### src/rtl/efr_pkg.sv
// Package: constants, event codes and output types for the escaped frame receiver.
`timescale 1ns / 1ps

package efr_pkg;

    localparam logic [7:0] MAX_POSITION = 8'd110;
    localparam logic [7:0] START_MARK   = 8'h7E;
    localparam logic [7:0] ESC_MARK     = 8'h7D;
    localparam logic [7:0] ESC_FLIP     = 8'h20;
    localparam logic [7:0] SUM_GOOD     = 8'hFF;
    localparam logic [7:0] POS_LAST     = 8'hFF;
    localparam logic [7:0] POS_PAYLOAD  = 8'd4;
    localparam logic [16:0] END_OFFSET  = 17'd3;

    localparam int TDATA_W = 40;
    localparam int PADDR_W = 3;

    typedef enum logic [2:0] {
        EV_NONE   = 3'd0,
        EV_DATA   = 3'd1,
        EV_OK     = 3'd2,
        EV_BADSUM = 3'd3,
        EV_LONG   = 3'd4,
        EV_START  = 3'd5
    } event_t;

    typedef enum logic [0:0] {
        REG_CHECK_START = 1'b0
    } reg_index_t;

    typedef struct packed {
        logic [1:0] pad;
        logic [7:0] checksum_byte;
        logic [6:0] frame_length;
        logic [7:0] api_id;
        logic [6:0] payload_index;
        logic [7:0] payload_byte;
    } result_data_t;

endpackage

### src/rtl/escaped_frame_receiver.sv
// Top level: escaped API frame receiver with checksum check and payload streaming.
//
// Usage:
//   s_ channel: one raw serial byte per transaction (s_tdata[7:0] = rx_byte).
//   m_ channel: exactly one result per input transaction. m_tuser holds the
//     event code (0 nothing, 1 payload byte, 2 frame ok, 3 bad checksum,
//     4 too long, 5 unexpected start); m_tdata holds payload byte, payload
//     index, API id, frame length and checksum byte.
//   APB port: register 0 (address 0), bit 0 = check_unexpected_start.
//     Write only while the block is idle.
// Output: the result is registered and valid in the cycle after the input transaction.
// Throughput: 1 byte per cycle while the output register is empty or m_tready is high;
//   the parser state, the check bit and the single output register are the only storage.
// Reset: parser returns to hunting for a start byte, check_unexpected_start
//   is set, the output register is emptied.
// Stall: when m_tready is low with a result held, s_tready drops until the
//   result is taken; nothing is dropped or repeated.
`timescale 1ns / 1ps

module escaped_frame_receiver
    import efr_pkg::*;
(
    input  logic                 aclk,
    input  logic                 aresetn,
    // tdata: [7:0] rx_byte
    input  logic [7:0]           s_tdata,
    input  logic                 s_tvalid,
    output logic                 s_tready,
    // tdata: [7:0] payload_byte, [14:8] payload_index, [22:15] api_id,
    //        [29:23] frame_length, [37:30] checksum_byte, [39:38] zero
    output logic [TDATA_W-1:0]   m_tdata,
    // tuser: [2:0] event_res
    output logic [2:0]           m_tuser,
    output logic                 m_tvalid,
    input  logic                 m_tready,
    input  logic                 psel,
    input  logic                 penable,
    input  logic                 pwrite,
    input  logic [PADDR_W-1:0]   paddr,
    input  logic [31:0]          pwdata,
    output logic [31:0]          prdata,
    output logic                 pready
);

    logic         check_start_reg;
    logic [7:0]   position_reg, position_next;
    logic [7:0]   length_high_reg, length_high_next;
    logic [7:0]   length_low_reg, length_low_next;
    logic [7:0]   frame_id_reg, frame_id_next;
    logic [7:0]   sum_reg, sum_next;
    logic         esc_reg, esc_next;
    logic         over_reg, over_next;
    logic         m_valid_reg;
    result_data_t data_reg, data_next;
    event_t       event_reg, event_next;

    logic         accept;
    logic [7:0]   pos;
    logic [7:0]   sum_cur;
    logic         esc_cur;
    logic [7:0]   b;
    logic [7:0]   sum_add;
    logic [16:0]  end_pos;
    logic [7:0]   pos_rel;
    logic         do_parse;

    assign pready   = 1'b1;
    assign s_tready = aresetn & (~m_valid_reg | m_tready);
    assign accept   = s_tvalid & s_tready;
    assign m_tvalid = m_valid_reg;
    assign m_tdata  = data_reg;
    assign m_tuser  = event_reg;

    always_comb begin
        prdata = '0;
        if (paddr[PADDR_W-1] == REG_CHECK_START) begin
            prdata[0] = check_start_reg;
        end
    end

    // a finished or failed frame restarts the parser on the next byte
    assign pos     = over_reg ? 8'd0 : position_reg;
    assign sum_cur = over_reg ? 8'd0 : sum_reg;
    assign esc_cur = over_reg ? 1'b0 : esc_reg;
    assign end_pos = {1'b0, length_high_reg, length_low_reg} + END_OFFSET;
    assign pos_rel = pos - POS_PAYLOAD;

    always_comb begin
        position_next    = pos;
        length_high_next = length_high_reg;
        length_low_next  = length_low_reg;
        frame_id_next    = frame_id_reg;
        sum_next         = sum_cur;
        esc_next         = esc_cur;
        over_next        = 1'b0;
        event_next       = EV_NONE;
        data_next        = '0;
        b                = s_tdata;
        sum_add          = sum_cur;
        do_parse         = 1'b0;

        if (pos != 8'd0 && s_tdata == START_MARK && check_start_reg) begin
            over_next         = 1'b1;
            event_next        = EV_START;
            data_next.api_id  = frame_id_reg;
        end else if (esc_cur) begin
            b        = s_tdata ^ ESC_FLIP;
            esc_next = 1'b0;
            do_parse = 1'b1;
        end else if (pos != 8'd0 && s_tdata == ESC_MARK) begin
            esc_next = 1'b1;
        end else begin
            do_parse = 1'b1;
        end

        if (do_parse) begin
            if (pos >= 8'd3) begin
                sum_add = sum_cur + b;
            end
            sum_next = sum_add;
            case (pos)
                8'd0: begin
                    if (b == START_MARK) begin
                        position_next = 8'd1;
                    end
                end
                8'd1: begin
                    length_high_next = b;
                    position_next    = 8'd2;
                end
                8'd2: begin
                    length_low_next = b;
                    position_next   = 8'd3;
                end
                8'd3: begin
                    frame_id_next = b;
                    position_next = 8'd4;
                end
                default: begin
                    data_next.api_id = frame_id_reg;
                    if (pos > MAX_POSITION) begin
                        over_next  = 1'b1;
                        event_next = EV_LONG;
                    end else if ({9'd0, pos} == end_pos) begin
                        data_next.frame_length = pos_rel[6:0];
                        if (sum_add == SUM_GOOD) begin
                            event_next              = EV_OK;
                            data_next.checksum_byte = b;
                        end else begin
                            event_next = EV_BADSUM;
                        end
                        position_next = 8'd0;
                        sum_next      = 8'd0;
                        over_next     = 1'b1;
                    end else if (pos == POS_LAST) begin
                        over_next  = 1'b1;
                        event_next = EV_LONG;
                    end else begin
                        event_next              = EV_DATA;
                        data_next.payload_byte  = b;
                        data_next.payload_index = pos_rel[6:0];
                        position_next           = pos + 8'd1;
                    end
                end
            endcase
        end
    end

    always_ff @(posedge aclk) begin
        if (!aresetn) begin
            check_start_reg <= 1'b1;
            position_reg    <= '0;
            length_high_reg <= '0;
            length_low_reg  <= '0;
            frame_id_reg    <= '0;
            sum_reg         <= '0;
            esc_reg         <= 1'b0;
            over_reg        <= 1'b0;
            m_valid_reg     <= 1'b0;
            event_reg       <= EV_NONE;
        end else begin
            if (psel && penable && pwrite && pready
                && paddr[PADDR_W-1] == REG_CHECK_START) begin
                check_start_reg <= pwdata[0];
            end
            if (accept) begin
                position_reg    <= position_next;
                length_high_reg <= length_high_next;
                length_low_reg  <= length_low_next;
                frame_id_reg    <= frame_id_next;
                sum_reg         <= sum_next;
                esc_reg         <= esc_next;
                over_reg        <= over_next;
                event_reg       <= event_next;
                m_valid_reg     <= 1'b1;
            end else if (m_tready) begin
                m_valid_reg <= 1'b0;
            end
        end
    end

    always_ff @(posedge aclk) begin
        if (accept) begin
            data_reg <= data_next;
        end
    end

endmodule

### config.mk
export PLATFORM = sky130hd
export DESIGN_NAME = escaped_frame_receiver
export DESIGN_NICKNAME = d
export VERILOG_FILES = /design/src/rtl/efr_pkg.sv /design/src/rtl/escaped_frame_receiver.sv
export SDC_FILE = /design/constraint.sdc
export NUM_CORES = 1
export LEC_CHECK = 0
export BUFFER_PORTS_ARGS = -buffer_cell sky130_fd_sc_hd__clkbuf_2
export CORE_MARGIN = 2
export CORE_UTILIZATION = 25
export CTS_CLUSTER_SIZE = 14
export DETAILED_ROUTE_END_ITERATION = 16
export HOLD_SLACK_MARGIN = 0.1
export PLACE_DENSITY = 0.48
export SLEW_MARGIN = 15
export SYNTH_ARGS = -nofsm -noshare
export SYNTH_HDL_FRONTEND = slang
export SYNTH_SLANG_ARGS = --single-unit
### constraint.sdc
create_clock -name aclk -period 11.88 [get_ports aclk]
set_input_delay 3.564 -clock aclk [delete_from_list [all_inputs] [get_ports aclk]]
set_output_delay 3.564 -clock aclk [all_outputs]
set_load 0.03 [all_outputs]
==> results.txt <==
Distinct cells, synth - 67
Share of cells above drive strength 1 - 15.4%
Crit Path Max Fanout - 13
Die width - 145 µm
DR vias - 4008
Post-layout min period - 7.77 ns
Post-CTS sizing - 0
CP cell instances - clkbuf_2, and2_1, clkbuf_2
Largest net degree at the start of global routing - 54
Rows - 51
Post-synth EDFFs - 38
Die area - 20900 µm²
H-tree depth - 3
Fin. max-slew vios - 0
Hold_buf cts - 0
Number of port buffers - 60
Final wirelength - 13100 µm
Worst Setup Path Type - input pin to output pin
Number of global-route vias before repair - 3836
Iteration-0 DRC Markers - 387
Cts bufs inserted - 9
ANT nets after route - 0
Async SR Flop Fraction - 0%
Overall power consumption - 653 µW
Synth cell count leaders - nor2_1, dfxtp_1, edfxtp_1
Total GRT Usage - 12.8%
Net Switching - 183 µW
Internal power - 469 µW
VDD IR max - 0.0000821 V
Share of total power in the clock network - 42.8%
Worst setup EP type - output pin
Crit path arrival time - 4.20 ns
Share of power burned in registers - 47.8%
CP Launch Type - input pin
Dpl hpwl - 9300 µm
Die H - 145 µm
Mapped Area - 4950 µm²
CORE AREA - 19500 µm²
Post-Layout Cell Count - 855
CTS tree - yes
Sink Count - 85
Number of placed I/O pins - 128
Critical path's most frequent cell - clkbuf_2
#FFs+latches synth - 85
Clock slew at reported path FFs - 0.07 ns
Drt wl/cell - 15.3 µm
Cell Area, Placed - 5390 µm²
Largest register FFs - 38
Clock Tree Root - clkbuf_16
Postcts setup bufs - 0
Setup TNS - 0 ns
Actual slew at the worst max-slew pin - 1.04 ns
Synth top area share - 23.1%
Final Cell Area - 5680 µm²
Crit path max-delay cell type - clkbuf_2
First-pass GRT wire length - 20500 µm
Final Hold Vio Count - 0
Max Cap Violations - 0
Cell with the most instances after synthesis - nor2_1
DR DRC count - 0
Initial Util - 25.4%
Top_reg_cell synth - dfxtp_1
Vias per cell - 4.69
Tcrit/Tclk final - 65.4%
Status - finished, final reports clean
Worst skew pair latency - 0.35 ns
Max Buffers Root-to-Sink - 2
Max incr delay on CP - 0.24 ns
PwrDens - 115 nW/µm²
Final Net Count - 651
Combinational power share - 9.4%
Final-layout fill cell count - 2031
Synth area leaders - edfxtp_1, dfxtp_1, mux2i_1
Layout Skew - 0.00943 ns
Routability cong. - 0.846
Antenna violations before repair - 0
Post-synthesis sequential area ratio - 42.1%
Router iterations before antenna repair - 4
Slew HR - 30.5%
# diodes - 0
Yosys top cell by area - edfxtp_1
Total grt overflow - 0
Area grow syn2layout - 14.8%
Leakage - 2.38 nW
Switching share of power - 28.1%
Hold slack - 0.447 ns
RSZ-0062 raised after global routing - false
Cell count after synthesis - 534
Number of cells after detailed placement - 839
Warnings, synthesis - 0
Setup violators final - 0
CP required - 8.32 ns
Syn avg cell area - 9.26 µm²
Type of the most critical hold path - register to register
Max Fclk - 129 MHz
==> path summary, 6_finish.rpt <==
| kind | from | slack [ns] | cells past startpoint | to |
|---|---|---|---|---|
| max | aresetn | 4.11 | 3 | s_tready |
| min | sum_reg[2] | 0.45 | 2 | sum_reg[2] |
| max reg2reg | position_reg[0] | 6.71 | 16 | m_tdata[32] |
| min reg2reg | sum_reg[2] | 0.45 | 2 | sum_reg[2] |
==> worst max-delay path, delay by kind of cell <==
kind	cells	cell delay, ns
buffers and inverters	2	0.45
and+or+nand+nor	1	0.19
==> cell type report <==
| class | instances | area [µm²] | share of cell area [%] |
|---|---|---|---|
| Inverter | 18 | 67.6 | 1.19 |
| Timing Repair Buffer | 64 | 330 | 5.81 |
| Clock inverter | 7 | 66.3 | 1.17 |
| Sequential cell | 85 | 2080 | 36.7 |
| Clock buffer | 9 | 225 | 3.96 |
| Multi-Input combinational cell | 407 | 2580 | 45.4 |
| Tap cell | 265 | 332 | 5.84 |
==> per-stage QoR <==
step	setup WS [ns]	util, %
after floorplan	4.35	-
after global placement	4.02	27.7
after detailed placement	3.83	27.7
after CTS	4.08	29.2
after global routing	3.80	29.2
final	4.11	29.2
==> power groups by stage <==
stage          combinational (mW)  sequential [mW]  clock [mW]
6_report                   0.0614            0.312       0.279
5_1_grt                    0.0662            0.312       0.301
4_1_cts                    0.0620            0.312       0.287
3_5_place_dp               0.0618            0.318           0
3_3_place_gp               0.0610            0.318           0
2_1_floorplan              0.0410            0.329           0
==> cell families after synthesis <==
family,Yosys count,share of synthesized area [%]
other cells,2,0.152
simple gates,206,22.0
flops,85,42.1
compound gates,108,15.0
buf+inv,74,8.22
mux,27,5.49
fa+ha+maj,16,4.20
xor+xnor,16,2.83
==> routing by layer <==
metal / wire (µm) / vias to the layer above / track usage, %
li1: - / 1959 / -
met1: 5760 / 1884 / 16.0
met2: 6260 / 145 / 21.6
met3: 762 / 20 / 2.96
met4: 291 / 0 / 4.39
met5: 0 / - / 0
==> cell usage in the layout, fill, tap and decap left out, types with 4 or more instances in the layout <==
cell type	count
a31oi_1	5
dfxtp_1	47
and2_1	15
conb_1	34
nor2b_1	22
nor2_1	59
o22ai_1	4
o211ai_1	8
o21ai_0	22
nand4_1	9
a211oi_1	4
o21a_1	5
buf_4	4
clkbuf_16	9
clkbuf_2	60
o2111ai_1	6
xnor2_1	14
a21o_1	5
and3_1	12
mux2i_1	26
or3_1	4
nand3_1	11
ha_1	15
nor4_1	5
nor3_1	7
edfxtp_1	38
a21oi_1	20
nand2b_1	8
or2_2	4
nand2_1	34
inv_1	16
(Power assumes the default switching activity.)
